===== config.mk =====
export PLATFORM = sky130hd
export DESIGN_NAME = lca_scale_lane
export DESIGN_NICKNAME = d
export VERILOG_FILES = /design/src/design/lightmap_color_adjust_defines.svh /design/src/design/lca_pkg.sv /design/src/design/lca_scale_lane.sv
export SDC_FILE = /design/constraint.sdc
export NUM_CORES = 1
export LEC_CHECK = 0
export BUFFER_PORTS_ARGS = -buffer_cell sky130_fd_sc_hd__buf_2
export CAP_MARGIN = 40
export CORE_ASPECT_RATIO = 1.25
export CORE_MARGIN = 10
export CORE_UTILIZATION = 30
export CTS_CLUSTER_DIAMETER = 200
export DETAILED_ROUTE_END_ITERATION = 16
export PLACE_DENSITY = 0.43
export REMOVE_ABC_BUFFERS = 1
export SLEW_MARGIN = 30
export SYNTH_ARGS = -nofsm -noshare
export SYNTH_HDL_FRONTEND = slang
export SYNTH_SLANG_ARGS = --single-unit

===== constraint.sdc =====
create_clock -name clock -period 14.1 [get_ports clock]
set_input_delay 2.115 -clock clock [delete_from_list [all_inputs] [get_ports clock]]
set_output_delay 2.115 -clock clock [all_outputs]
set_load 0.01 [all_outputs]

===== src/design/lightmap_color_adjust_defines.svh =====
// Assertion macros used by the lightmap color adjust top level.
`ifndef LIGHTMAP_COLOR_ADJUST_DEFINES_SVH
`define LIGHTMAP_COLOR_ADJUST_DEFINES_SVH

`ifndef SYNTH
`define LCA_ASSERT_IMPL(label, clk, rst, cond, conseq) \
   label: assert property (@(posedge clk) disable iff (rst) (cond) |-> (conseq)) \
      else $error("assertion failed");
`define LCA_ASSERT_NEXT(label, clk, rst, cond, conseq) \
   label: assert property (@(posedge clk) disable iff (rst) (cond) |=> (conseq)) \
      else $error("assertion failed");
`else
`define LCA_ASSERT_IMPL(label, clk, rst, cond, conseq)
`define LCA_ASSERT_NEXT(label, clk, rst, cond, conseq)
`endif

`endif


===== src/design/lca_pkg.sv =====
// Shared types, widths and constants of the lightmap color adjust block.
package lca_pkg;

   localparam int CHANNEL_WIDTH  = 24;
   localparam int FRAC_BITS      = 8;
   localparam int SCALED_WIDTH   = CHANNEL_WIDTH + 9;
   localparam int DIV_STEPS      = 16;
   localparam int NUMER_WIDTH    = SCALED_WIDTH + DIV_STEPS;
   localparam int LEVEL_WIDTH    = 16;
   localparam int LUMA_WIDTH     = LEVEL_WIDTH + 2;
   localparam int CSR_WIDTH      = 16;
   localparam int CSR_ADDR_WIDTH = 5;
   localparam int CSR_DATA_WIDTH = 32;
   localparam int NUM_LANES      = 3;

   localparam logic [LEVEL_WIDTH-1:0] NORM_LIMIT = 16'hFF00;

   localparam logic [2:0] IDX_ADD_OFFSET    = 3'd0;
   localparam logic [2:0] IDX_GAIN          = 3'd1;
   localparam logic [2:0] IDX_SAT_FACTOR    = 3'd2;
   localparam logic [2:0] IDX_LUMA_WEIGHT_R = 3'd3;
   localparam logic [2:0] IDX_LUMA_WEIGHT_G = 3'd4;
   localparam logic [2:0] IDX_LUMA_WEIGHT_B = 3'd5;

   localparam logic [CSR_WIDTH-1:0] RST_ADD_OFFSET    = 16'd0;
   localparam logic [CSR_WIDTH-1:0] RST_GAIN          = 16'd256;
   localparam logic [CSR_WIDTH-1:0] RST_SAT_FACTOR    = 16'd256;
   localparam logic [CSR_WIDTH-1:0] RST_LUMA_WEIGHT_R = 16'd19595;
   localparam logic [CSR_WIDTH-1:0] RST_LUMA_WEIGHT_G = 16'd38470;
   localparam logic [CSR_WIDTH-1:0] RST_LUMA_WEIGHT_B = 16'd7471;

   typedef struct packed {
      logic [CHANNEL_WIDTH-1:0] red_in;
      logic [CHANNEL_WIDTH-1:0] green_in;
      logic [CHANNEL_WIDTH-1:0] blue_in;
   } req_payload_type;

   typedef struct packed {
      logic [7:0] red_out;
      logic [7:0] green_out;
      logic [7:0] blue_out;
   } rsp_payload_type;

   typedef struct packed {
      logic signed [CSR_WIDTH-1:0] add_offset;
      logic [CSR_WIDTH-1:0]        gain;
      logic [CSR_WIDTH-1:0]        sat_factor;
      logic [CSR_WIDTH-1:0]        luma_weight_r;
      logic [CSR_WIDTH-1:0]        luma_weight_g;
      logic [CSR_WIDTH-1:0]        luma_weight_b;
   } csr_type;

endpackage


===== src/design/lca_scale_lane.sv =====
// One channel lane: offset, gain, floor to Q.8 and clamp of negatives to zero.
module lca_scale_lane (
   input  logic                                clock,
   input  logic                                load,
   input  logic [lca_pkg::CHANNEL_WIDTH-1:0]   chan,
   input  logic signed [lca_pkg::CSR_WIDTH-1:0] offset,
   input  logic [lca_pkg::CSR_WIDTH-1:0]       gain,
   output logic [lca_pkg::SCALED_WIDTH-1:0]    level_out
);
   import lca_pkg::*;

   localparam int SUM_W  = CHANNEL_WIDTH + 2;
   localparam int PROD_W = SUM_W + CSR_WIDTH + 1;

   logic signed [SUM_W-1:0]  sum;
   logic signed [PROD_W-1:0] prod;
   logic signed [PROD_W-1:0] shifted;
   logic [SCALED_WIDTH-1:0]  level_in;
   logic [SCALED_WIDTH-1:0]  level_ff;

   always_comb begin
      sum      = $signed({2'b00, chan}) + SUM_W'(offset);
      prod     = sum * $signed({1'b0, gain});
      shifted  = prod >>> FRAC_BITS;
      level_in = shifted[PROD_W-1] ? '0 : shifted[SCALED_WIDTH-1:0];
   end

   always_ff @(posedge clock) begin
      if (load) begin
         level_ff <= level_in;
      end
   end

   assign level_out = level_ff;

endmodule


== After elaboration in Yosys (flattened, before gate mapping) ==
Index checks and enable logic that the tools add are counted.
Operators by class
  add/sub/neg operators: 1
  multiply operators: 1
Operator list (count)
  $mul 26x17->43: 1
  $add 25x16->26: 1
Storage, ports and cells
  register bits: 33
  bits of input ports: 58
  logic and storage cells: 3

== Longest topological paths before layout ==
  depth in word-level cells: 2
  gate-level depth with buffers: 34

== Worst setup path after synthesis ==
OpenSTA, ideal clock, no wires.
  kind: input to register
  start: input offset[0] in the netlist's numbering
  end: register level_ff[18], in the netlist level_out[18] (data pin)
  library setup time: 0.261 ns
  arrival: 9.859 ns
  required time: 13.839 ns
  path slack: 3.980 ns
  stages on the path: 32
  buffers on the path: 3
  cells stage by stage: ha_1 -> fa_1 -> a21o_1 -> a21o_1 -> a211oi_1 -> o31ai_1 -> o21a_1 -> nor2_1 -> xnor2_1 -> clkbuf_1 -> nand2_1 -> fa_1 -> inv_1 -> fa_1 -> fa_1 -> inv_1 -> fa_1 -> inv_1 -> fa_1 -> fa_1 -> ha_1 -> clkbuf_1 -> a211o_1 -> a211oi_1 -> o21a_1 -> o2111ai_1 -> a31oi_1 -> nand2b_4 -> o31ai_4 -> xnor2_2 -> buf_2 -> nor3_1
On the way
  word-level cells in the longest chain between the ends: 2
Ends and longest elaborated chain
  start: declaration: line lca_scale_lane.sv:6  | input logic signed [lca_pkg::CSR_WIDTH-1:0] offset,
  $add 25x16->26: line lca_scale_lane.sv:22  | sum = $signed({2'b00, chan}) + SUM_W'(offset);
  $mul 26x17->43: line lca_scale_lane.sv:23  | prod = sum * $signed({1'b0, gain});
  end signal: assignment: line lca_scale_lane.sv:30  | level_ff <= level_in;
  end: declaration: line lca_scale_lane.sv:19  | logic [SCALED_WIDTH-1:0] level_ff;
Every way passes these cells.
A chain may end at the register's enable or synchronous reset.

== Final worst setup path ==
  start: input offset[0] in the netlist's numbering
  end: register level_ff[15], in the netlist level_out[15] (data pin)
The elaborated chain is that of the path after synthesis.

==> results.txt <==
----------------------------------------------------
[Run status]
  Run status ... completed

[Clocking]
  Post-cts gate resize count ... 0
  CTS H-tree lvls ... 2
  Clock-pin slew on the worst setup and hold paths ... 0.06 ns
  Clock buffers created by TritonCTS ... 5
  Number of buffers inserted to repair setup after CTS ... 0
  Library cell used as clock root buffer ... sky130_fd_sc_hd__clkbuf_16
  Clock tree from TritonCTS ... yes
  Longest Clk Path Bufs ... 2
  Clock net sink count ... 33
  Hold-fix buffers at CTS ... 0

[Yosys]
  EDFF count, synth ... 33
  Per-instance average area after synthesis ... 9.02 um2
  Most frequent cell after synthesis ... sky130_fd_sc_hd__inv_1
  Flops & latches, synth ... 33
  Commonest cells post-synth ... sky130_fd_sc_hd__inv_1, sky130_fd_sc_hd__fa_1, sky130_fd_sc_hd__nand2_1
  Dominant register cell in the synthesized netlist ... sky130_fd_sc_hd__edfxtp_1
  FFs w/ async S/R, synth ... 0%
  Yosys warnings ... 0
  Instance count of the mapped netlist ... 1892
  Area share of the largest cell type after synthesis ... 47.4%
  Cell types occupying the most area after synthesis ... sky130_fd_sc_hd__fa_1, sky130_fd_sc_hd__inv_1, sky130_fd_sc_hd__ha_1
  Area of the mapped netlist ... 0.0171 mm2
  Sequential cell area fraction in the yosys report ... 5.80%
  Area leader, netlist ... sky130_fd_sc_hd__fa_1
  Synth cell types ... 64

[Floorplanning]
  Number of rows created at floorplan ... 97
  Die Wd ... 233 um
  Core region area ... 0.0562 mm2
  Starting Density ... 30.4%
  Top-Level Pins ... 91
  Die outline area ... 0.0669 mm2
  Die extent in y ... 287 um

[Timing]
  Unrepaired setup endpoints after global routing ... no
  Shortest period the worst path allows ... 11.02 ns
  Final period utilization ... 78.2%
  Actual slew at the worst max-slew pin ... 0.789 ns
  Upper clock frequency limit ... 90.7 MHz
  Worst setup slack after layout ... 3.08 ns
  Relative slew slack ... 47.3%
  Final slew viol count ... 0
  Final Setup Violations ... 0
  Number of endpoints with negative hold slack in the final report ... 0
  Accumulated negative setup slack ... 0 ns

[Place]
  IO Port Bufs ... 90
  Worst slack after detailed placement ... 2.77 ns
  Final GP Congestion ... 0.814
  Hpwl dp ... 39200 um

[Critical path]
  Max incr delay on CP ... 0.63 ns
  Crit path arrival time ... 11.05 ns
  Worst EP required ... 14.13 ns
  Crit Path Class ... input port to flop
  Nature of the critical path endpoint ... flop
  Worst path most repeated cell ... sky130_fd_sc_hd__fa_1
  Cell family with most CP delay ... adder cells
  Slowest cell on crit path ... sky130_fd_sc_hd__a211oi_1
  Max Fanout on Critical Path ... 23
  Buffer and inverter count on the worst path ... 5
  Type of element launching the critical path ... input port

[Final layout]
  Final nets ... 2532
  Post-synthesis to final-layout area growth ... 8.66%
  Antenna diode instance count ... 0
  Flip-flop count of the largest register, all copies and words added ... 33
  Layout cell share with drive strength beyond 1 ... 7.15%

[Global routing]
  Via count of the first global-routing pass ... 14200
  Pin count of the biggest net entering global routing ... 34
  Global-route wire length before repair ... 77900 um
  Remaining global-route overflow ... 0
  Initial antenna violation count ... 0
  Global router's overall resource usage ... 14.8%

[Routing]
  Aggregate routed wire length ... 47100 um
  Count of routing violations after the opening detailed-route iteration ... 423
  Antenna viol nets, final ... 0
  Vias ... 12400
  Residual DRC count ... 0
  Drt pass-1 iters ... 5
  Routed len/inst ... 17.6 um
  Routed via count divided by cell count ... 4.62

[Min path]
  Worst hold path class ... input port to flop

[Flow run]
  Max_cap viols ... 0

----------------------------------------------------
kinds of logic after synthesis:
family | share of synthesized area [%]
buf+inv | 11.8
compound gates | 6.07
simple gates | 16.8
xor+xnor | 2.76
mux | 0.0586
fa+ha+maj | 56.8
flops | 5.80
worst paths after layout:
check                      from       endpoint  slack (ns)  depth (start not counted)
worst max-delay path  offset[0]  level_out[15]        3.08                         32
worst min-delay path       load   level_out[6]        2.20                          1
layer usage:
metal  up-vias  share of wire [%]  track usage (%)
met5         -                  0                0
li1       5703                  -                -
met4         0                1.4             1.97
met3        35                1.9             1.13
met1      6534                 38             16.0
met2       131                 59             30.8
through the flow:
stage	hold slack [ns]	area, um2	utilization [%]	instances
finish	2.20	18600	33.0	2685
detailed placement	2.54	18400	32.7	2676
global placement	2.55	18400	32.7	2675
global route	2.21	18600	33.0	2685
floorplan	2.23	16800	-	1822
CTS	2.50	18500	33.0	2684
layout make-up:
type	count	area (um2)
fillers	5960	37600
repair buffers	113	643
flip-flops and latches	33	991
clock inverters	3	17.5
multi-input cells	1329	14100
inverters	460	1730
well taps	742	928
clock buffers	5	125
layout by cell type, fill, tap and decap left out, types with 3 or more instances in the layout:
cell type and instances:
sky130_fd_sc_hd__nor3b_1 6, sky130_fd_sc_hd__nand2b_1 3, sky130_fd_sc_hd__o21a_1 6, sky130_fd_sc_hd__a21oi_1 48
sky130_fd_sc_hd__nor2_1 68, sky130_fd_sc_hd__a211o_1 5, sky130_fd_sc_hd__nand4_1 3, sky130_fd_sc_hd__fa_1 404
sky130_fd_sc_hd__o21bai_1 6, sky130_fd_sc_hd__and2_1 182, sky130_fd_sc_hd__clkbuf_16 5, sky130_fd_sc_hd__a211oi_1 3
sky130_fd_sc_hd__xnor2_1 27, sky130_fd_sc_hd__edfxtp_1 33, sky130_fd_sc_hd__buf_4 21, sky130_fd_sc_hd__o21ai_0 29
sky130_fd_sc_hd__nor4_1 4, sky130_fd_sc_hd__nor2b_1 11, sky130_fd_sc_hd__a31oi_1 8, sky130_fd_sc_hd__nand3_1 17
sky130_fd_sc_hd__xor2_1 21, sky130_fd_sc_hd__buf_2 90, sky130_fd_sc_hd__a21o_1 21, sky130_fd_sc_hd__ha_1 128
sky130_fd_sc_hd__and3_1 8, sky130_fd_sc_hd__nand2_1 261, sky130_fd_sc_hd__or3_1 5, sky130_fd_sc_hd__inv_1 460
sky130_fd_sc_hd__nor3_1 14, sky130_fd_sc_hd__o31ai_1 3
Power is left out: the tool's default activity adds up to more than one toggle a clock period on the data nets, which glitch-free logic cannot reach.
