===== src/design/lightmap_color_adjust_defines.svh =====
// Assertion macros used by the lightmap color adjust top level.
`ifndef LIGHTMAP_COLOR_ADJUST_DEFINES_SVH
`define LIGHTMAP_COLOR_ADJUST_DEFINES_SVH

`ifndef SYNTH
`define LCA_ASSERT_IMPL(label, clk, rst, cond, conseq) \
   label: assert property (@(posedge clk) disable iff (rst) (cond) |-> (conseq)) \
      else $error("assertion failed");
`define LCA_ASSERT_NEXT(label, clk, rst, cond, conseq) \
   label: assert property (@(posedge clk) disable iff (rst) (cond) |=> (conseq)) \
      else $error("assertion failed");
`else
`define LCA_ASSERT_IMPL(label, clk, rst, cond, conseq)
`define LCA_ASSERT_NEXT(label, clk, rst, cond, conseq)
`endif

`endif


===== src/design/lca_pkg.sv =====
// Shared types, widths and constants of the lightmap color adjust block.
package lca_pkg;

   localparam int CHANNEL_WIDTH  = 24;
   localparam int FRAC_BITS      = 8;
   localparam int SCALED_WIDTH   = CHANNEL_WIDTH + 9;
   localparam int DIV_STEPS      = 16;
   localparam int NUMER_WIDTH    = SCALED_WIDTH + DIV_STEPS;
   localparam int LEVEL_WIDTH    = 16;
   localparam int LUMA_WIDTH     = LEVEL_WIDTH + 2;
   localparam int CSR_WIDTH      = 16;
   localparam int CSR_ADDR_WIDTH = 5;
   localparam int CSR_DATA_WIDTH = 32;
   localparam int NUM_LANES      = 3;

   localparam logic [LEVEL_WIDTH-1:0] NORM_LIMIT = 16'hFF00;

   localparam logic [2:0] IDX_ADD_OFFSET    = 3'd0;
   localparam logic [2:0] IDX_GAIN          = 3'd1;
   localparam logic [2:0] IDX_SAT_FACTOR    = 3'd2;
   localparam logic [2:0] IDX_LUMA_WEIGHT_R = 3'd3;
   localparam logic [2:0] IDX_LUMA_WEIGHT_G = 3'd4;
   localparam logic [2:0] IDX_LUMA_WEIGHT_B = 3'd5;

   localparam logic [CSR_WIDTH-1:0] RST_ADD_OFFSET    = 16'd0;
   localparam logic [CSR_WIDTH-1:0] RST_GAIN          = 16'd256;
   localparam logic [CSR_WIDTH-1:0] RST_SAT_FACTOR    = 16'd256;
   localparam logic [CSR_WIDTH-1:0] RST_LUMA_WEIGHT_R = 16'd19595;
   localparam logic [CSR_WIDTH-1:0] RST_LUMA_WEIGHT_G = 16'd38470;
   localparam logic [CSR_WIDTH-1:0] RST_LUMA_WEIGHT_B = 16'd7471;

   typedef struct packed {
      logic [CHANNEL_WIDTH-1:0] red_in;
      logic [CHANNEL_WIDTH-1:0] green_in;
      logic [CHANNEL_WIDTH-1:0] blue_in;
   } req_payload_type;

   typedef struct packed {
      logic [7:0] red_out;
      logic [7:0] green_out;
      logic [7:0] blue_out;
   } rsp_payload_type;

   typedef struct packed {
      logic signed [CSR_WIDTH-1:0] add_offset;
      logic [CSR_WIDTH-1:0]        gain;
      logic [CSR_WIDTH-1:0]        sat_factor;
      logic [CSR_WIDTH-1:0]        luma_weight_r;
      logic [CSR_WIDTH-1:0]        luma_weight_g;
      logic [CSR_WIDTH-1:0]        luma_weight_b;
   } csr_type;

endpackage


===== src/design/lca_sat_lane.sv =====
// One channel lane: saturation around the luminance and conversion to a clamped byte.
module lca_sat_lane (
   input  logic                            clock,
   input  logic [1:0]                      load,
   input  logic [lca_pkg::LEVEL_WIDTH-1:0] level,
   input  logic [lca_pkg::LUMA_WIDTH-1:0]  luma,
   input  logic [lca_pkg::CSR_WIDTH-1:0]   sat,
   output logic [7:0]                      byte_out
);
   import lca_pkg::*;

   localparam int DIFF_W = LUMA_WIDTH + 1;
   localparam int MUL_W  = DIFF_W + CSR_WIDTH + 1;

   logic signed [DIFF_W-1:0] diff;
   logic signed [MUL_W-1:0]  prod_in;
   logic signed [MUL_W-1:0]  prod_ff;
   logic [LUMA_WIDTH-1:0]    luma_ff;
   logic signed [MUL_W-1:0]  final_level;
   logic [7:0]               byte_in;
   logic [7:0]               byte_ff;

   always_comb begin
      diff        = $signed({{(DIFF_W - LEVEL_WIDTH){1'b0}}, level}) - $signed({1'b0, luma});
      prod_in     = diff * $signed({1'b0, sat});
      final_level = MUL_W'($signed({1'b0, luma_ff})) + (prod_ff >>> FRAC_BITS);
      if (final_level[MUL_W-1]) begin
         byte_in = 8'h00;
      end else if (|final_level[MUL_W-2:2*FRAC_BITS]) begin
         byte_in = 8'hFF;
      end else begin
         byte_in = final_level[2*FRAC_BITS-1:FRAC_BITS];
      end
   end

   always_ff @(posedge clock) begin
      if (load[0]) begin
         prod_ff <= prod_in;
         luma_ff <= luma;
      end
      if (load[1]) begin
         byte_ff <= byte_in;
      end
   end

   assign byte_out = byte_ff;

endmodule


===== config.mk =====
export PLATFORM = sky130hd
export DESIGN_NAME = lca_sat_lane
export DESIGN_NICKNAME = d
export VERILOG_FILES = /design/src/design/lightmap_color_adjust_defines.svh /design/src/design/lca_pkg.sv /design/src/design/lca_sat_lane.sv
export SDC_FILE = /design/constraint.sdc
export NUM_CORES = 1
export LEC_CHECK = 0
export BUFFER_PORTS_ARGS = -buffer_cell sky130_fd_sc_hd__buf_2
export CELL_PAD_IN_SITES_DETAIL_PLACEMENT = 0
export CELL_PAD_IN_SITES_GLOBAL_PLACEMENT = 2
export CORE_UTILIZATION = 40
export DETAILED_ROUTE_END_ITERATION = 10
export GPL_TIMING_DRIVEN = 0
export PLACE_DENSITY = 0.77
export SYNTH_ARGS = -nofsm -noshare
export SYNTH_HDL_FRONTEND = slang
export SYNTH_SLANG_ARGS = --single-unit

===== constraint.sdc =====
create_clock -name clock -period 19.5 [get_ports clock]
set_clock_uncertainty 0.1 [all_clocks]
set_input_delay 3.9 -clock clock [delete_from_list [all_inputs] [get_ports clock]]
set_output_delay 3.9 -clock clock [all_outputs]
set_load 0.02 [all_outputs]

After elaboration in Yosys (flattened, before gate mapping)
Index checks and enable logic that the tools add are counted.

Register bits: 62. Input bits: 53. Word-level logic and storage cells: 8. Output and inout bits: 8.

Multipliers: 1. Reductions and logical operators: 1. $add $sub $neg: 2. Multiplexer cells: 1.

Operators with widths (count): 19-bit by 17-bit multiplier with 36-bit output (1); 19-bit by 28-bit adder with 29-bit output (1); 19-bit OR reduction (1); 16-bit by 18-bit subtractor with 19-bit output (1); 8-bit 2-to-1 mux (1).

Longest topological paths before layout
Depth in word-level cells: 3. Mapped depth: 33.

Worst setup path after synthesis
No wires, ideal clock.

Kind: input to register. Start: input level[0] in the netlist's numbering. End: register prod_ff[32] (data pin). Buffers on the path: 1. Setup slack: 7.990 ns. Stages: 31. Data required time: 19.135 ns. Data arrival time: 11.145 ns. Cell sequence: inv_1 > ha_1 > fa_1 > nor2b_1 > o21ai_0 > a21oi_1 > o21ai_2 > a211oi_2 > o31ai_2 > or3_1 > buf_2 > and2_1 > fa_1 > inv_1 > fa_1 > inv_1 > fa_1 > fa_1 > fa_1 > inv_1 > fa_1 > inv_1 > ha_1 > and4_1 > a21oi_1 > o21ai_0 > a22oi_1 > nand3b_1 > o22a_1 > a211oi_1 > nor2_1.

Word-level cells in the longest chain between the ends: 2.

Ends and longest elaborated chain: start: declaration (line lca_sat_lane.sv:5) `input logic [lca_pkg::LEVEL_WIDTH-1:0] level,`; 16-bit by 18-bit subtractor with 19-bit output (line lca_sat_lane.sv:24) `diff = $signed({{(DIFF_W - LEVEL_WIDTH){1'b0}}, level}) - $signed({1'b0, luma});`; 19-bit by 17-bit multiplier with 36-bit output (line lca_sat_lane.sv:25) `prod_in = diff * $signed({1'b0, sat});`; net prod_in[32] (line lca_sat_lane.sv:16) `logic signed [MUL_W-1:0] prod_in;`; end signal: assignment (line lca_sat_lane.sv:38) `prod_ff <= prod_in;`; end: declaration (line lca_sat_lane.sv:17) `logic signed [MUL_W-1:0] prod_ff;`.

The timed path passes the listed nets, and every way through them passes these cells. A chain may end at the register's enable or synchronous reset.

Worst setup path after layout
Start: input level[0] in the netlist's numbering. End: register prod_ff[35] (data pin).

The elaborated chain is that of the path after synthesis.

==> results by group <==
Clock tree
  – H-tree depth: 2
  – Clock latency on the worst-skew pair: 300 ps
  – CTS resizes: 0
  – Root buf cell: clkbuf_16
  – Clk buf depth: 2
  – CTS tree: done
  – Reg clk slew, reported paths: 70 ps
  – Postcts setup bufs: 0
  – # clock sinks: 54
  – CTS buffer count: 5
  – # hold bufs at CTS: 0

Synthesis
  – Synth area leader: fa_1
  – EDFF count, synth: 54
  – Synth area leaders: fa_1 (42%), edfxtp_1 (11%), inv_1 (10%), ha_1 (10%), nand2_1 (4.5%)
  – Total of warnings raised by yosys: 0
  – Synth Flop Type: edfxtp_1
  – Mapped Avg Cell Area: 9.25 sq um
  – Post-Synth Simple-Gate Area: 15.5%
  – Area fraction of the dominant cell type after synthesis: 41.8%
  – Main combinational cell family by area after synthesis: adder cells
  – Synth async-reset ratio: 0%
  – Synth unique cells: 59
  – Syn Nets: 2065
  – Seq cells post-synth: 54
  – Seq/Total Area, Yosys: 11.1%
  – Mapped cell area: 14700 sq um
  – Post-synthesis compound-gate area fraction: 6.56%
  – XOR/XNOR Fraction of Synth Area: 2.63%
  – Multiplexer share of the synthesized area: 0.137%
  – Syn Inst Count: 1584
  – Adder-Cell Fraction of Synth Area: 52.2%

Layout
  – P&R area growth vs syn: 6.62%
  – Commonest non-fill, non-tap cell in the layout: inv_1
  – Share of post-route cells with drive strength above 1: 4.45%
  – Most frequent cells in the layout: inv_1 (410), fa_1 (306), nand2_1 (176)
  – Nets: 2120
  – Post-Route Utilization: 43.6%
  – Inserted Diodes: 0
  – Fill cells: 3560

Route
  – DR vias: 10384
  – Final WL: 39400 um
  – First-pass iteration count of the detailed router: 8
  – Avg WL per Cell: 18.7 um
  – Remaining antenna violation count: 0
  – # DRC: 11
  – Drt via density: 4.94
  – Initial DRC Count: 556

Timing
  – Setup violators final: 0
  – Worst hold slack: 758 ps
  – Final Cycle Share: 66.6%
  – Final hold vios: 0
  – RSZ-0062 raised after global routing: no
  – Fin crit period: 13000 ps
  – TNS Setup: 0 ps
  – Slew HR: 30.5%
  – Max Freq: 77.0 MHz
  – Final Max Slew Viols: 0
  – Slew @ Worst Pin: 1040 ps

Worst setup path
  – Most common cell on crit path: fa_1
  – Critical Path End Type: flop
  – Worst Path Buf+Inv: 6
  – Crit start category: input port
  – CP max stage cell: xnor2_1
  – CP top delay family: adder cells
  – CP max FO: 10
  – CP arrival: 12930 ps
  – Worst Path Required: 19430 ps
  – WS Path Type: in -> reg
  – Slowest stage delay, CP: 690 ps

Die
  – Die span in x: 193 um
  – # IOs: 61
  – Rows: 69
  – Core area: 35800 sq um
  – Die Ht: 193 um
  – Die area: 37400 sq um
  – Starting Density: 40.9%

Outcome
  – Failing checks: design-rule violations
  – Status: finished, violations left

Global routing
  – Vias in the first global route: 11178
  – Overflow after GRT: 0
  – Pin count of the biggest net entering global routing: 47
  – First-pass GRT wire length: 63300 um
  – Total GRT Usage: 22.2%
  – Initial antenna violation count: 0

Placement
  – Gpl congestion: 0.885
  – Port bufs: 48
  – Detailed placement HPWL: 33500 um

Worst hold path
  – Hold Path Class: reg -> reg

Run
  – Maxcap violations: 0
cells in the mapped netlist, types with 4 or more instances:
library cell and number:
or3_1 5, nor2b_1 27, and3b_1 8, a21oi_1 43
buf_2 4, o211ai_1 5, or2_2 4, fa_1 306
nand2b_1 13, ha_1 122, xnor2_1 34, edfxtp_1 54
o21a_1 16, nor3_1 20, inv_1 410, nand3_1 22
a31oi_1 5, a21o_1 19, and3_1 14, nor2_1 43
xor2_1 10, nand2_1 176, a211oi_1 4, clkbuf_1 47
o21ai_0 19, nand3b_1 11, and2_1 95
cells by family (layout without fill, tap and decap cells):
group	after synthesis	in the layout
buffers and inverters	464	520
multiplexers	2	2
adder cells (fa/ha/maj)	428	428
AO/OA/AOI/OAI	142	142
XOR/XNOR	44	44
AND/OR/NAND/NOR	450	450
flip-flops	54	54
cell type report:
| cell class | count | area, sq um | area share (%) |
|---|---|---|---|
| buffer | 54 | 211 | 1.35 |
| clock buffer | 5 | 125 | 0.801 |
| clock inverter | 3 | 28.8 | 0.184 |
| inverter | 410 | 1540 | 9.85 |
| multi-input combinational | 1066 | 11300 | 72.2 |
| sequential | 54 | 1620 | 10.4 |
| tap | 461 | 577 | 3.69 |
| timing repair buffer | 48 | 240 | 1.54 |
tightest hold or removal path: cells and delay by family (launching register included):
family          cells  cell delay [ps]
compound gates      2              260
flops               1              400
buf+inv             1               70
routing by layer:
metal / up-vias / track usage, % / part of all wire, %
met3: 24 / 2.77 / 4.5
met5: - / 0 / 0
met1: 5258 / 31.5 / 48
met4: 0 / 3.38 / 1.2
li1: 4898 / - / -
met2: 204 / 37.0 / 46
state kept, by name (all words and copies together), names as in the netlist:
| register | flops |
|---|---|
| luma_ff | 18 |
| byte_out | 8 |
| prod_ff | 28 |
path summary, 6_finish.rpt:
kind	from	endpoint	slack [ps]	depth (start not counted)
setup reg to reg	prod_ff[12]$_DFFE_PP_	byte_out[5]$_SDFFCE_PP0P_	16190	10
setup / recovery	level[0]	prod_ff[35]$_DFFE_PP_	6500	30
hold reg to reg	prod_ff[35]$_DFFE_PP_	byte_out[2]$_SDFFCE_PP0P_	760	3
hold / removal	prod_ff[35]$_DFFE_PP_	byte_out[2]$_SDFFCE_PP0P_	760	3
metrics by stage:
step	area, sq um	worst slack, ps	std cells
floorplan	14700	7990	1584
global placement	15500	6240	2093
finish	15600	6500	2101
CTS	15600	6510	2101
global route	15600	6100	2101
detailed placement	15500	6230	2093
Power is not shown: default switching activity piles up to over one toggle a cycle in this logic, so the estimate is an artifact.
