<file path="src/design/lightmap_color_adjust_defines.svh">
// Assertion macros used by the lightmap color adjust top level.
`ifndef LIGHTMAP_COLOR_ADJUST_DEFINES_SVH
`define LIGHTMAP_COLOR_ADJUST_DEFINES_SVH

`ifndef SYNTH
`define LCA_ASSERT_IMPL(label, clk, rst, cond, conseq) \
   label: assert property (@(posedge clk) disable iff (rst) (cond) |-> (conseq)) \
      else $error("assertion failed");
`define LCA_ASSERT_NEXT(label, clk, rst, cond, conseq) \
   label: assert property (@(posedge clk) disable iff (rst) (cond) |=> (conseq)) \
      else $error("assertion failed");
`else
`define LCA_ASSERT_IMPL(label, clk, rst, cond, conseq)
`define LCA_ASSERT_NEXT(label, clk, rst, cond, conseq)
`endif

`endif

</file>
<file path="src/design/lca_pkg.sv">
// Shared types, widths and constants of the lightmap color adjust block.
package lca_pkg;

   localparam int CHANNEL_WIDTH  = 24;
   localparam int FRAC_BITS      = 8;
   localparam int SCALED_WIDTH   = CHANNEL_WIDTH + 9;
   localparam int DIV_STEPS      = 16;
   localparam int NUMER_WIDTH    = SCALED_WIDTH + DIV_STEPS;
   localparam int LEVEL_WIDTH    = 16;
   localparam int LUMA_WIDTH     = LEVEL_WIDTH + 2;
   localparam int CSR_WIDTH      = 16;
   localparam int CSR_ADDR_WIDTH = 5;
   localparam int CSR_DATA_WIDTH = 32;
   localparam int NUM_LANES      = 3;

   localparam logic [LEVEL_WIDTH-1:0] NORM_LIMIT = 16'hFF00;

   localparam logic [2:0] IDX_ADD_OFFSET    = 3'd0;
   localparam logic [2:0] IDX_GAIN          = 3'd1;
   localparam logic [2:0] IDX_SAT_FACTOR    = 3'd2;
   localparam logic [2:0] IDX_LUMA_WEIGHT_R = 3'd3;
   localparam logic [2:0] IDX_LUMA_WEIGHT_G = 3'd4;
   localparam logic [2:0] IDX_LUMA_WEIGHT_B = 3'd5;

   localparam logic [CSR_WIDTH-1:0] RST_ADD_OFFSET    = 16'd0;
   localparam logic [CSR_WIDTH-1:0] RST_GAIN          = 16'd256;
   localparam logic [CSR_WIDTH-1:0] RST_SAT_FACTOR    = 16'd256;
   localparam logic [CSR_WIDTH-1:0] RST_LUMA_WEIGHT_R = 16'd19595;
   localparam logic [CSR_WIDTH-1:0] RST_LUMA_WEIGHT_G = 16'd38470;
   localparam logic [CSR_WIDTH-1:0] RST_LUMA_WEIGHT_B = 16'd7471;

   typedef struct packed {
      logic [CHANNEL_WIDTH-1:0] red_in;
      logic [CHANNEL_WIDTH-1:0] green_in;
      logic [CHANNEL_WIDTH-1:0] blue_in;
   } req_payload_type;

   typedef struct packed {
      logic [7:0] red_out;
      logic [7:0] green_out;
      logic [7:0] blue_out;
   } rsp_payload_type;

   typedef struct packed {
      logic signed [CSR_WIDTH-1:0] add_offset;
      logic [CSR_WIDTH-1:0]        gain;
      logic [CSR_WIDTH-1:0]        sat_factor;
      logic [CSR_WIDTH-1:0]        luma_weight_r;
      logic [CSR_WIDTH-1:0]        luma_weight_g;
      logic [CSR_WIDTH-1:0]        luma_weight_b;
   } csr_type;

endpackage

</file>
<file path="src/design/lca_div_lane.sv">
// One channel lane of the pipelined restoring divider that scales by 65280 / peak.
module lca_div_lane (
   input  logic                             clock,
   input  logic [lca_pkg::DIV_STEPS:0]      load,
   input  logic [lca_pkg::SCALED_WIDTH-1:0] level,
   input  logic [lca_pkg::SCALED_WIDTH-1:0] peak,
   input  logic                             norm,
   output logic [lca_pkg::LEVEL_WIDTH-1:0]  level_out
);
   import lca_pkg::*;

   logic [NUMER_WIDTH-1:0]  numer;
   logic [SCALED_WIDTH-1:0] rem_ff  [DIV_STEPS+1];
   logic [DIV_STEPS-1:0]    low_ff  [DIV_STEPS+1];
   logic [DIV_STEPS-1:0]    quo_ff  [DIV_STEPS+1];
   logic [SCALED_WIDTH-1:0] peak_ff [DIV_STEPS+1];
   logic                    norm_ff [DIV_STEPS+1];
   logic [LEVEL_WIDTH-1:0]  pass_ff [DIV_STEPS+1];

   assign numer = {level, {DIV_STEPS{1'b0}}} - NUMER_WIDTH'({level, {FRAC_BITS{1'b0}}});

   always_ff @(posedge clock) begin
      if (load[0]) begin
         rem_ff[0]  <= numer[NUMER_WIDTH-1:DIV_STEPS];
         low_ff[0]  <= numer[DIV_STEPS-1:0];
         quo_ff[0]  <= '0;
         peak_ff[0] <= peak;
         norm_ff[0] <= norm;
         pass_ff[0] <= level[LEVEL_WIDTH-1:0];
      end
   end

   for (genvar j = 1; j <= DIV_STEPS; j++) begin : g_step
      logic [SCALED_WIDTH:0]   trial;
      logic [SCALED_WIDTH:0]   diff;
      logic                    take;
      logic [SCALED_WIDTH-1:0] rem_in;

      always_comb begin
         trial  = {rem_ff[j-1], low_ff[j-1][DIV_STEPS-1]};
         diff   = trial - {1'b0, peak_ff[j-1]};
         take   = trial >= {1'b0, peak_ff[j-1]};
         rem_in = take ? diff[SCALED_WIDTH-1:0] : trial[SCALED_WIDTH-1:0];
      end

      always_ff @(posedge clock) begin
         if (load[j]) begin
            rem_ff[j]  <= rem_in;
            low_ff[j]  <= {low_ff[j-1][DIV_STEPS-2:0], 1'b0};
            quo_ff[j]  <= {quo_ff[j-1][DIV_STEPS-2:0], take};
            peak_ff[j] <= peak_ff[j-1];
            norm_ff[j] <= norm_ff[j-1];
            pass_ff[j] <= pass_ff[j-1];
         end
      end
   end

   assign level_out = norm_ff[DIV_STEPS] ? LEVEL_WIDTH'(quo_ff[DIV_STEPS])
                                         : pass_ff[DIV_STEPS];

endmodule

</file>
<file path="config.mk">
export PLATFORM = sky130hd
export DESIGN_NAME = lca_div_lane
export DESIGN_NICKNAME = d
export VERILOG_FILES = /design/src/design/lightmap_color_adjust_defines.svh /design/src/design/lca_pkg.sv /design/src/design/lca_div_lane.sv
export SDC_FILE = /design/constraint.sdc
export NUM_CORES = 2
export LEC_CHECK = 0
export ABC_AREA = 1
export BUFFER_PORTS_ARGS = -buffer_cell sky130_fd_sc_hd__buf_2
export CORE_MARGIN = 10
export CORE_UTILIZATION = 60
export DETAILED_ROUTE_END_ITERATION = 6
export GPL_TIMING_DRIVEN = 0
export PLACE_DENSITY = 0.72
export SLEW_MARGIN = 20
export SYNTH_ARGS = -nofsm -noshare
export SYNTH_HDL_FRONTEND = slang
export SYNTH_SLANG_ARGS = --single-unit
</file>
<file path="constraint.sdc">
create_clock -name clock -period 4.6 [get_ports clock]
set_clock_uncertainty 0.05 [all_clocks]
set_input_delay 0.92 -clock clock [delete_from_list [all_inputs] [get_ports clock]]
set_output_delay 0.92 -clock clock [all_outputs]
set_load 0.01 [all_outputs]
</file>
* Word level (Yosys, flattened, before mapping)
Memory sizes are Yosys's and may differ from the RTL's. Index checks and enable logic that the tools add are counted.
Storage, ports and cells: input port bits 85, flip-flop bits (word level) 0, RAM bits 1955, memories 6
Operators by class: $add $sub $neg 17, muxes and demuxes 51, order comparisons 16
Memory list:
- peak_ff | words 17, bits a word 33, read ports 16, clocked after memory_dff 0, write ports 17, RTL line lca_div_lane.sv:16 | logic [SCALED_WIDTH-1:0] peak_ff [DIV_STEPS+1];
- rem_ff | words 17, bits a word 33, read ports 16, clocked after memory_dff 0, write ports 17, RTL line lca_div_lane.sv:13 | logic [SCALED_WIDTH-1:0] rem_ff [DIV_STEPS+1];
- low_ff | words 17, bits a word 16, read ports 16, clocked after memory_dff 0, write ports 17, RTL line lca_div_lane.sv:14 | logic [DIV_STEPS-1:0] low_ff [DIV_STEPS+1];
- pass_ff | words 17, bits a word 16, read ports 17, clocked after memory_dff 0, write ports 17, RTL line lca_div_lane.sv:18 | logic [LEVEL_WIDTH-1:0] pass_ff [DIV_STEPS+1];
- quo_ff | words 17, bits a word 16, read ports 17, clocked after memory_dff 0, write ports 17, RTL line lca_div_lane.sv:15 | logic [DIV_STEPS-1:0] quo_ff [DIV_STEPS+1];
- norm_ff | words 17, bits a word 1, read ports 17, clocked after memory_dff 0, write ports 17, RTL line lca_div_lane.sv:17 | logic norm_ff [DIV_STEPS+1];
Operator list (count):
- $ge 34x33->1 | 16
- $mux 33 | 16
- $sub 33x33->33 | 16
- $sub 49x41->49 | 1
- $mux 1 | 34
- $mux 16 | 1

* Logic depth before layout (Yosys ltp)
depth in word-level cells 2, mapped depth 16, mapped depth without buffers 16

* Worst setup path after synthesis
Ideal clock, no wire load.
path type input-to-reg, start point in level[15] (netlist name), end point mem rem_ff[0][20] (netlist name) (data pin), setup time 0.252 ns, path slack 2.160 ns, arrival time 2.137 ns, data required time 4.298 ns, stages 10, path buffers 0, path through inv_1 -> ha_1 -> nand2_1 -> nor2_1 -> nand2_1 -> nor3_1 -> nand3b_1 -> nand2_1 -> nand3_1 -> nand2_1
RTL lines:
- start, declared | RTL line lca_div_lane.sv:5 | input logic [lca_pkg::SCALED_WIDTH-1:0] level,
- end, declared | RTL line lca_div_lane.sv:13

==> reports/qor.csv <==
metric,value,unit
status,"finished, final reports clean",
vias_per_cell,5.41,
route.detailed.drc,0,
ff2ff_path_depth,13,
synthSimpleGateAreaFrac,0.299,
crit_chain,"clkbuf_1, buf_1, mux2_2, buf_2",
synth_commonest_cells,"nand2_1, inv_1, edfxtp_1",
fmax,255,MHz
hp-start,peak[28],
design.core.area,160000,um2
die_w,422,um
holdPathStages,1,
synth_area_leader_cell,edfxtp_1,
finalPower,69100,uW
cp_max_fo,10,
min_period_over_period,0.854,
synth_area_leaders,"edfxtp_1, nand2_1, inv_1",
synth_compound_area_frac,0.0232,
cts_resized,0,
p_switching,31400,uW
cts_setup_buffers,0,
row_count,147,
gp_congestion,0.997,
drtIter0Drc,8644,
holdBufCountCts,0,
netlist_area,96800,um2
critPathMaxStageDelay,0.72,ns
area_delta_synth_final,9.37,%
drv_slew,0,
stdcell_count,15000,
hold_viol,0,
synth_top_family_by_area,simple AND/OR/NAND/NOR gates,
die_h,422,um
maxCapViolCount,0,
grt_pass1_vias,76600,
seq_area_frac_synth,0.468,
grt_usage,0.318,
cts_inserted_buffers,157,
required,3.63,ns
cp-end-kind,output port,
cts_tree,yes,
vias,81200,
holdPathEnd,peak_ff[0][28],
cts.sinks,1509,
critical_path_class,reg -> out,
drt-total-wl,292000,um
antenna_found_initial,5,
synth-adder-area-share,0.0746,
synth_edf_count,1509,
setup_viol,0,
holdWs,0.233,ns
synthMuxAreaShare,0.00186,
final_nets,13400,
synth_xor_area_frac,0.0216,
switching_share,0.454,
utilization,0.660,
ys_ff_latch,1509,
io_pins,101,
fp.dieArea,178000,um2
setup.worst_path.start_class,register,
initial_core_util,0.603,
ys_warn_count,0,
r2r-end,rem_ff[0][226],
fin_crit,3.93,ns
io_buffers,100,
synth_flop_cell,edfxtp_1,
worst_pin_slew,0.885,ns
timing.rr.start,peak_ff[0][197],
p_int,37700,uW
synth.most_common_cell,nand2_1,
dp_hpwl,232000,um
ant_nets,0,
avgRoutedWirePerCell,19.4,um
p_per_area,653,nW/um2
clock_power_share,0.189,
cts.reportedPaths.clkPinSlew,0.06,ns
syn_area_per_cell,7.77,um2
clock_path_buffers,3,
grt_overflow,0,
dp.cells,14700,
pwr-share-comb,0.496,
synthArstFlopShare,0,
syn_nets,13100,
ir_worst_vdd,546,uV
first_pass_iters,6,
seqPwrFrac,0.315,
min_path_type,in -> reg,
rsz0062_at_grt,no,
r2r_slack,1.38,ns
tns,0,ns
grt_pass1_wl,440000,um
yosysTopAreaCellShare,0.468,
clk_latency,0.83,ns
slew_headroom,0.410,
grt_max_degree,85,
worstPathArrival,2.96,ns
synth_cell_types,46,
root_buffer,clkbuf_16,
final_layout_size_suffix_gt1_frac,0.0548,
synthCells,12500,
cts_max_level,4,
cp_slowest_cell,buf_1,
p_leak,0.0545,uW
[cells by family (layout without fill, tap and decap cells)]
| kind of cell | after synthesis | count (layout) |
|---|---|---|
| and+or+nand+nor | 6973 | 6973 |
| buffers and inverters | 2723 | 3123 |
| DFF | 1509 | 1509 |
| adders and majority gates | 568 | 568 |
| AOI/OAI and AO/OA | 430 | 430 |
| xor gates and xnor gates | 239 | 239 |
| muxes | 16 | 16 |
| other | 0 | 4 |
[cell type report]
cell class | instances | area, um2
Fill cell | 13600 | 54500
Sequential cell | 1509 | 45300
Multi-Input combinational cell | 8226 | 40700
Inverter | 2600 | 9770
Clock buffer | 171 | 3980
Tap cell | 2160 | 2700
Clock inverter | 113 | 1370
Timing Repair Buffer | 116 | 1000
Buffer | 123 | 1000
Antenna cell | 4 | 10.0
[cell usage in the layout (no fill, tap or decap), types with 35 or more instances in the layout]
master	instances
clkbuf_16	157
xor2_1	224
and2_1	87
nor2_2	40
buf_6	64
nor3_1	109
or2_2	35
nand4_1	74
nand3_1	813
a21oi_1	334
ha_1	553
buf_2	142
nand2_1	4881
o21ai_0	52
nor2_1	714
inv_1	2570
edfxtp_1	1509
nand3b_1	99
nand3_2	35
[routing by layer]
metal | track usage | vias to the layer above | routed length, um
li1 | - | 39400 | -
met1 | 0.416 | 37300 | 119000
met2 | 0.523 | 3627 | 135000
met3 | 0.0428 | 831 | 21400
met4 | 0.153 | 0 | 15900
met5 | 0 | - | 0
[power by group through the flow]
stage | combinational, uW | sequential (uW) | clock [uW]
global route | 38100 | 21900 | 13800
global placement | 32700 | 21900 | 0
finish | 34300 | 21800 | 13100
CTS | 33600 | 21700 | 13300
detailed placement | 33200 | 21900 | 0
floorplan | 23800 | 20700 | 0
[worst max path at each step]
stage	from	to	slack, ns	cells past startpoint
3_3_place_gp	level[0]	rem_ff[0][24]	1.14	12
5_1_grt	norm_ff[8][0]	level_out[8]	0.59	4
4_1_cts	norm_ff[8][0]	level_out[8]	0.60	4
3_5_place_dp	level[0]	rem_ff[0][24]	1.09	12
2_1_floorplan	level[15]	rem_ff[0][20]	2.16	10
6_report	norm_ff[8][0]	level_out[8]	0.67	4
[critical path: cells and delay by family (launching register included)]
kind	cells	cell delay [ns]
flops	1	0.32
mux	1	0.52
buf+inv	3	1.29
[through the flow]
stage / worst slack (ns) / area, um2
final: 0.671 / 106000
after global routing: 0.588 / 106000
after CTS: 0.603 / 106000
after detailed placement: 1.09 / 101000
after global placement: 1.14 / 100000
after floorplan: 2.16 / 96800
[registers in the layout (all words and copies together) (netlist names)]
register / count
quo_ff: 136
pass_ff: 272
low_ff: 28
rem_ff: 528
peak_ff: 528
norm_ff: 17
Note: power is estimated with default switching activity, not from simulation.
