[config.mk]
export PLATFORM = sky130hd
export DESIGN_NAME = lca_luma
export DESIGN_NICKNAME = d
export VERILOG_FILES = /design/src/design/lightmap_color_adjust_defines.svh /design/src/design/lca_pkg.sv /design/src/design/lca_luma.sv
export SDC_FILE = /design/constraint.sdc
export NUM_CORES = 2
export LEC_CHECK = 0
export BUFFER_PORTS_ARGS = -buffer_cell sky130_fd_sc_hd__buf_2
export CORE_ASPECT_RATIO = 1.2
export CORE_MARGIN = 5
export CORE_UTILIZATION = 40
export DETAILED_ROUTE_END_ITERATION = 12
export GPL_TIMING_DRIVEN = 0
export SLEW_MARGIN = 20
export SYNTH_ARGS = -nofsm -noshare
export SYNTH_HDL_FRONTEND = slang
export SYNTH_SLANG_ARGS = --single-unit
export TNS_END_PERCENT = 30
[constraint.sdc]
create_clock -name clock -period 19.3 [get_ports clock]
set_clock_uncertainty 0.05 [all_clocks]
set_input_delay 0.965 -clock clock [delete_from_list [all_inputs] [get_ports clock]]
set_output_delay 0.965 -clock clock [all_outputs]
set_load 0.05 [all_outputs]
[src/design/lightmap_color_adjust_defines.svh]
// Assertion macros used by the lightmap color adjust top level.
`ifndef LIGHTMAP_COLOR_ADJUST_DEFINES_SVH
`define LIGHTMAP_COLOR_ADJUST_DEFINES_SVH

`ifndef SYNTH
`define LCA_ASSERT_IMPL(label, clk, rst, cond, conseq) \
   label: assert property (@(posedge clk) disable iff (rst) (cond) |-> (conseq)) \
      else $error("assertion failed");
`define LCA_ASSERT_NEXT(label, clk, rst, cond, conseq) \
   label: assert property (@(posedge clk) disable iff (rst) (cond) |=> (conseq)) \
      else $error("assertion failed");
`else
`define LCA_ASSERT_IMPL(label, clk, rst, cond, conseq)
`define LCA_ASSERT_NEXT(label, clk, rst, cond, conseq)
`endif

`endif

[src/design/lca_pkg.sv]
// Shared types, widths and constants of the lightmap color adjust block.
package lca_pkg;

   localparam int CHANNEL_WIDTH  = 24;
   localparam int FRAC_BITS      = 8;
   localparam int SCALED_WIDTH   = CHANNEL_WIDTH + 9;
   localparam int DIV_STEPS      = 16;
   localparam int NUMER_WIDTH    = SCALED_WIDTH + DIV_STEPS;
   localparam int LEVEL_WIDTH    = 16;
   localparam int LUMA_WIDTH     = LEVEL_WIDTH + 2;
   localparam int CSR_WIDTH      = 16;
   localparam int CSR_ADDR_WIDTH = 5;
   localparam int CSR_DATA_WIDTH = 32;
   localparam int NUM_LANES      = 3;

   localparam logic [LEVEL_WIDTH-1:0] NORM_LIMIT = 16'hFF00;

   localparam logic [2:0] IDX_ADD_OFFSET    = 3'd0;
   localparam logic [2:0] IDX_GAIN          = 3'd1;
   localparam logic [2:0] IDX_SAT_FACTOR    = 3'd2;
   localparam logic [2:0] IDX_LUMA_WEIGHT_R = 3'd3;
   localparam logic [2:0] IDX_LUMA_WEIGHT_G = 3'd4;
   localparam logic [2:0] IDX_LUMA_WEIGHT_B = 3'd5;

   localparam logic [CSR_WIDTH-1:0] RST_ADD_OFFSET    = 16'd0;
   localparam logic [CSR_WIDTH-1:0] RST_GAIN          = 16'd256;
   localparam logic [CSR_WIDTH-1:0] RST_SAT_FACTOR    = 16'd256;
   localparam logic [CSR_WIDTH-1:0] RST_LUMA_WEIGHT_R = 16'd19595;
   localparam logic [CSR_WIDTH-1:0] RST_LUMA_WEIGHT_G = 16'd38470;
   localparam logic [CSR_WIDTH-1:0] RST_LUMA_WEIGHT_B = 16'd7471;

   typedef struct packed {
      logic [CHANNEL_WIDTH-1:0] red_in;
      logic [CHANNEL_WIDTH-1:0] green_in;
      logic [CHANNEL_WIDTH-1:0] blue_in;
   } req_payload_type;

   typedef struct packed {
      logic [7:0] red_out;
      logic [7:0] green_out;
      logic [7:0] blue_out;
   } rsp_payload_type;

   typedef struct packed {
      logic signed [CSR_WIDTH-1:0] add_offset;
      logic [CSR_WIDTH-1:0]        gain;
      logic [CSR_WIDTH-1:0]        sat_factor;
      logic [CSR_WIDTH-1:0]        luma_weight_r;
      logic [CSR_WIDTH-1:0]        luma_weight_g;
      logic [CSR_WIDTH-1:0]        luma_weight_b;
   } csr_type;

endpackage

[src/design/lca_luma.sv]
// Merging stage that forms the weighted luminance of the three lanes.
module lca_luma (
   input  logic                            clock,
   input  logic [1:0]                      load,
   input  lca_pkg::csr_type                csr,
   input  logic [lca_pkg::LEVEL_WIDTH-1:0] level [lca_pkg::NUM_LANES],
   output logic [lca_pkg::LEVEL_WIDTH-1:0] level_out [lca_pkg::NUM_LANES],
   output logic [lca_pkg::LUMA_WIDTH-1:0]  luma
);
   import lca_pkg::*;

   localparam int WPROD_W = LEVEL_WIDTH + CSR_WIDTH;
   localparam int WSUM_W  = WPROD_W + 2;

   logic [CSR_WIDTH-1:0]   weight  [NUM_LANES];
   logic [WPROD_W-1:0]     prod_ff [NUM_LANES];
   logic [LEVEL_WIDTH-1:0] lvl_a_ff [NUM_LANES];
   logic [LEVEL_WIDTH-1:0] lvl_b_ff [NUM_LANES];
   logic [WSUM_W-1:0]      sum;
   logic [LUMA_WIDTH-1:0]  luma_ff;

   assign weight[0] = csr.luma_weight_r;
   assign weight[1] = csr.luma_weight_g;
   assign weight[2] = csr.luma_weight_b;

   assign sum = WSUM_W'(prod_ff[0]) + WSUM_W'(prod_ff[1]) + WSUM_W'(prod_ff[2]);

   always_ff @(posedge clock) begin
      for (int i = 0; i < NUM_LANES; i++) begin
         if (load[0]) begin
            prod_ff[i]  <= level[i] * weight[i];
            lvl_a_ff[i] <= level[i];
         end
         if (load[1]) begin
            lvl_b_ff[i] <= lvl_a_ff[i];
         end
      end
      if (load[1]) begin
         luma_ff <= sum[WSUM_W-1:CSR_WIDTH];
      end
   end

   assign level_out = lvl_b_ff;
   assign luma      = luma_ff;

endmodule

* After elaboration in Yosys (flattened, before gate mapping)
Memories as Yosys holds them, arrays and structs flattened. A register that Yosys moved wholly into a read port is not among the register bits. Index checks and enable logic that the tools add are counted.
Operators by class: shifts and indexed selects 0, $add $sub $neg 2, magnitude comparators 0, reduce and logical (&&, ||, !) cells 0, $mul 3, eq/ne operators 0, divide/modulo/power cells 0, multiplexer cells 2, bitwise operators 0
Operator list (count):
- $mul 16x16->32 | 3
- $add 33x32->34 | 1
- $add 32x32->33 | 1
- $mux 1 | 2
Storage, ports and cells: memories 2, bits of input ports 147, flip-flop bits (word level) 18, latch bits 0, logic and storage cells 10, bits in writable memories 144, bits in read-only memories 0, output and inout port bits 66
Memories:
- prod_ff | words 3, width 32, rd ports 3, clocked after memory_dff 0, write ports 3, line lca_luma.sv:16 | logic [WPROD_W-1:0] prod_ff [NUM_LANES];
- lvl_a_ff | words 3, width 16, rd ports 3, clocked after memory_dff 3, write ports 3, line lca_luma.sv:17 | logic [LEVEL_WIDTH-1:0] lvl_a_ff [NUM_LANES];

* Logic depth before layout (Yosys ltp)
depth after elaboration 2, mapped depth 23, gate-level depth less buffers 22

* Least setup slack after synthesis
Ideal clock, no wire load.
path type input to register, start in level[39] (netlist name), end mem prod_ff[0][29] (netlist name) (data pin), path buffers 1, library setup time 0.180 ns, setup slack 12.578 ns, arrival time 6.492 ns, data required time 19.070 ns, stages 23, path through clkbuf_1 nand2_1 fa_1 inv_1 fa_1 inv_1 fa_1 inv_1 fa_1 fa_1 inv_1 fa_1 inv_1 ha_1 a21oi_1 o21ai_0 a21oi_1 a211oi_1 o21ba_2 or3_1 o2111a_1 mux2i_1 a221oi_1
RTL lines:
- start, declared | line lca_luma.sv:6 | input logic [lca_pkg::LEVEL_WIDTH-1:0] level [lca_pkg::NUM_LANES],
- end, declared | line lca_luma.sv:16

==> impl_metrics.py <==
metrics = {
    "placement": {
        "post-place-ws_ps": 11550,
        "globalplace.congestion": 0.903,
        "io_buffer_count": 164,
        "place_inst": 4558,
        "dpl.hpwl_mm": 71.3,
    },
    "worst_setup_path": {
        "r2r_slack_ps": 15110,
        "cp.arrival_ps": 7550,
        "cp_slowest_stage_delay_ps": 540,
        "cp_top_family": "adder cells",
        "cpMaxStageDelayCell": "clkbuf_1",
        "r2r-end": "luma[10]",
        "setup.worst_path.class": "in -> reg",
        "critPathLaunch": "level[43]",
        "path_cells": "buf_2, clkbuf_1, nand2_1, fa_1, fa_1, fa_1, inv_1, fa_1, fa_1, inv_1, fa_1, inv_1, ha_1, a21oi_1, o21ai_0, a21oi_1, a211oi_1, o21ba_2, or3_1, o2111a_1, mux2i_1, a221oi_1",
        "rr_worst_depth": 11,
        "endpoint_kind": "register",
        "reg2reg_from": "prod_ff[0][67]",
        "worst-path-buf-inv": 5,
        "cp-start-kind": "input port",
        "cp.required_ps": 19660,
        "crit_top_cell": "fa_1",
        "worst-path-max-fanout": 10,
    },
    "clock_network": {
        "cts_max_level": 1,
        "clk_path_buf_depth": 3,
        "postCtsSetupBuffers": 0,
        "cts_resized": 0,
        "clkLatencyLatePin_ps": 600,
        "path_clk_slew_ps": 60,
        "postCtsHoldBufs": 0,
        "cts_tree": "done",
        "numCtsBuffers": 28,
        "clock-sinks": 210,
        "cts_root_buffer": "clkbuf_16",
    },
    "synthesis": {
        "synth_seq_cells": 210,
        "synth_cell_types": 53,
        "synth_nets": 4384,
        "yosysTopAreaCell": "fa_1",
        "synth_enable_flop_cells": 210,
        "yosys-top-cells-area": "fa_1, edfxtp_1, ha_1",
        "async_flop_share": 0,
        "yosysWarnings": 0,
        "ys_seq_area_frac": 0.190,
        "avgSynthCellArea_um2": 10.1,
        "synth_cells": 3281,
        "synth_area_um2": 33200,
        "synth_top_area_frac": 0.370,
        "synth_ff_type": "edfxtp_1",
    },
    "layout": {
        "drive_above_1_share": 0.0654,
        "instances_no_fill": 4612,
        "area_growth_pct": 9.97,
        "nets": 4580,
    },
    "global_routing": {
        "antenna_found_initial": 6,
        "track_usage": 0.197,
        "grt_pass1_vias": 24836,
        "grt_max_degree": 74,
        "grt_first_pass_wirelength_mm": 137,
        "gr-total-overflow": 0,
    },
    "routing": {
        "drc_errors": 0,
        "wl_per_cell_um": 18.5,
        "wirelength_met1_mm": 34.4,
        "drt-vias-per-instance": 4.96,
        "ant_nets": 0,
        "routed_wl_mm": 85.3,
        "wl_met2_mm": 43.9,
        "drt_pass1_iterations": 5,
        "dr_wl_met3_mm": 4.64,
        "top_layer_used": "met4",
        "drt_iter0_drc": 1200,
        "vias": 22870,
    },
    "sta": {
        "whs_ps": 364,
        "maxSlewHeadroom": 0.394,
        "timing.final.crit_share": 0.373,
        "fin_crit_ps": 7190,
        "setup_viol": 0,
        "final_hold_viol_count": 0,
        "finalSetupTns_ps": 0,
        "slew_violations": 0,
        "max_freq_ghz": 0.139,
        "tightest_slew_ps": 900,
        "timing.final.ws_setup_ps": 12110,
        "rsz0062_at_grt": "no",
    },
    "die": {
        "core_um2": 82200,
        "ios": 213,
        "die_h_um": 325,
        "rows": 115,
        "die_x_um": 273,
        "start_util": 0.404,
        "die_area_um2": 88800,
    },
    "worst_hold_path": {
        "hold_class": "reg -> reg",
        "hold_path.startpoint": "lvl_a_ff[0][46]",
        "whs_endpoint": "level_out[14]",
        "hold_path_depth": 0,
    },
    "job": {
        "cap_violations": 0,
    },
    "status": {
        "status": "complete, no violations",
    },
}
[cell usage in the layout, fill, tap and decap left out, drive strengths merged, types with 3 or more instances in the layout]
| master | netlist | routed |
|---|---|---|
| a21oi | 96 | 96 |
| a31o | 5 | 5 |
| clkinv | 0 | 7 |
| nand2 | 436 | 436 |
| fa | 613 | 613 |
| nor2 | 68 | 68 |
| inv | 688 | 696 |
| nand4 | 11 | 11 |
| o31a | 3 | 3 |
| nor2b | 12 | 12 |
| a31oi | 6 | 6 |
| nor3 | 17 | 17 |
| and2 | 384 | 384 |
| or3 | 4 | 4 |
| and3 | 4 | 4 |
| edfxtp | 210 | 210 |
| xor2 | 23 | 23 |
| bufinv | 0 | 6 |
| buf | 0 | 166 |
| ha | 343 | 343 |
| a21o | 44 | 44 |
| clkbuf | 97 | 127 |
| o21ai | 42 | 42 |
| o211ai | 12 | 12 |
| a221oi | 5 | 5 |
| nand3 | 14 | 14 |
| xnor2 | 72 | 72 |
| nand2b | 9 | 9 |
| o21a | 12 | 12 |
| o21bai | 16 | 16 |
| a211oi | 6 | 6 |
[per-stage QoR]
step / cell area, um2 / util
finish: 36500 / 0.444
global route: 36500 / 0.444
CTS: 36500 / 0.444
detailed placement: 35400 / 0.431
global placement: 35400 / 0.431
floorplan: 33200 / -
[area by class of cell]
| type | instances | area [um2] |
|---|---|---|
| fillers | 7979 | 45700 |
| multi-input cells | 2286 | 23900 |
| flip-flops and latches | 210 | 6310 |
| inverters | 688 | 2580 |
| well taps | 1111 | 1390 |
| repair buffers | 166 | 888 |
| clock buffers | 30 | 708 |
| plain buffers | 97 | 364 |
| clock inverters | 22 | 315 |
| diodes | 2 | 5.00 |
[cell usage after synthesis (all sizes together), types with 3 or more instances]
library cell and count:
inv 688, fa 613, nand2 436, and2 384, ha 343, edfxtp 210
clkbuf 97, a21oi 96, xnor2 72, nor2 68, a21o 44, o21ai 42
xor2 23, nor3 17, o21bai 16, nand3 14, nor2b 12, o211ai 12
o21a 12, nand4 11, nand2b 9, a211oi 6, a31oi 6, a221oi 5
a31o 5, and3 4, or3 4, o31a 3
[layer usage]
metal  vias to the layer above  track usage
met5                         -            0
met4                         0       0.0517
met3                       117       0.0229
met2                       588        0.354
met1                     11666        0.251
li1                      10499            -
[flip-flops by register name, indices dropped and copies added, names as in the netlist]
register and flops:
level_out 48, luma 18, lvl_a_ff 48, prod_ff 96
[worst max-delay path by stage]
stage	to	slack [ps]	cells after the start
global placement	prod_ff[0][29]	11520	22
finish	prod_ff[0][29]	12110	22
global route	prod_ff[0][29]	11710	24
detailed placement	prod_ff[0][29]	11550	22
CTS	prod_ff[0][29]	12180	22
floorplan	prod_ff[0][29]	12580	23
[worst reg2reg max path: stages, from the launching register on]
cell and delay, ps:
edfxtp_1 490, fa_1 470, ha_1 310, nand3_1 80, o21ai_0 190, a41o_1 200
a21oi_1 120, o21ai_0 740, a21oi_1 290, o21ai_0 510, a21oi_1 160, xnor2_1 360
[cell families after synthesis]
kind of cell / after synthesis / share of synthesized area
AOI/OAI and AO/OA: 268 / 0.0530
adders and majority gates: 956 / 0.499
muxes: 1 / 0.000302
and+or+nand+nor: 966 / 0.143
DFF: 210 / 0.190
xor gates and xnor gates: 95 / 0.0251
buffers and inverters: 785 / 0.0888
Power is not shown: default switching activity piles up to over one toggle a cycle in this logic, so the estimate is an artifact.
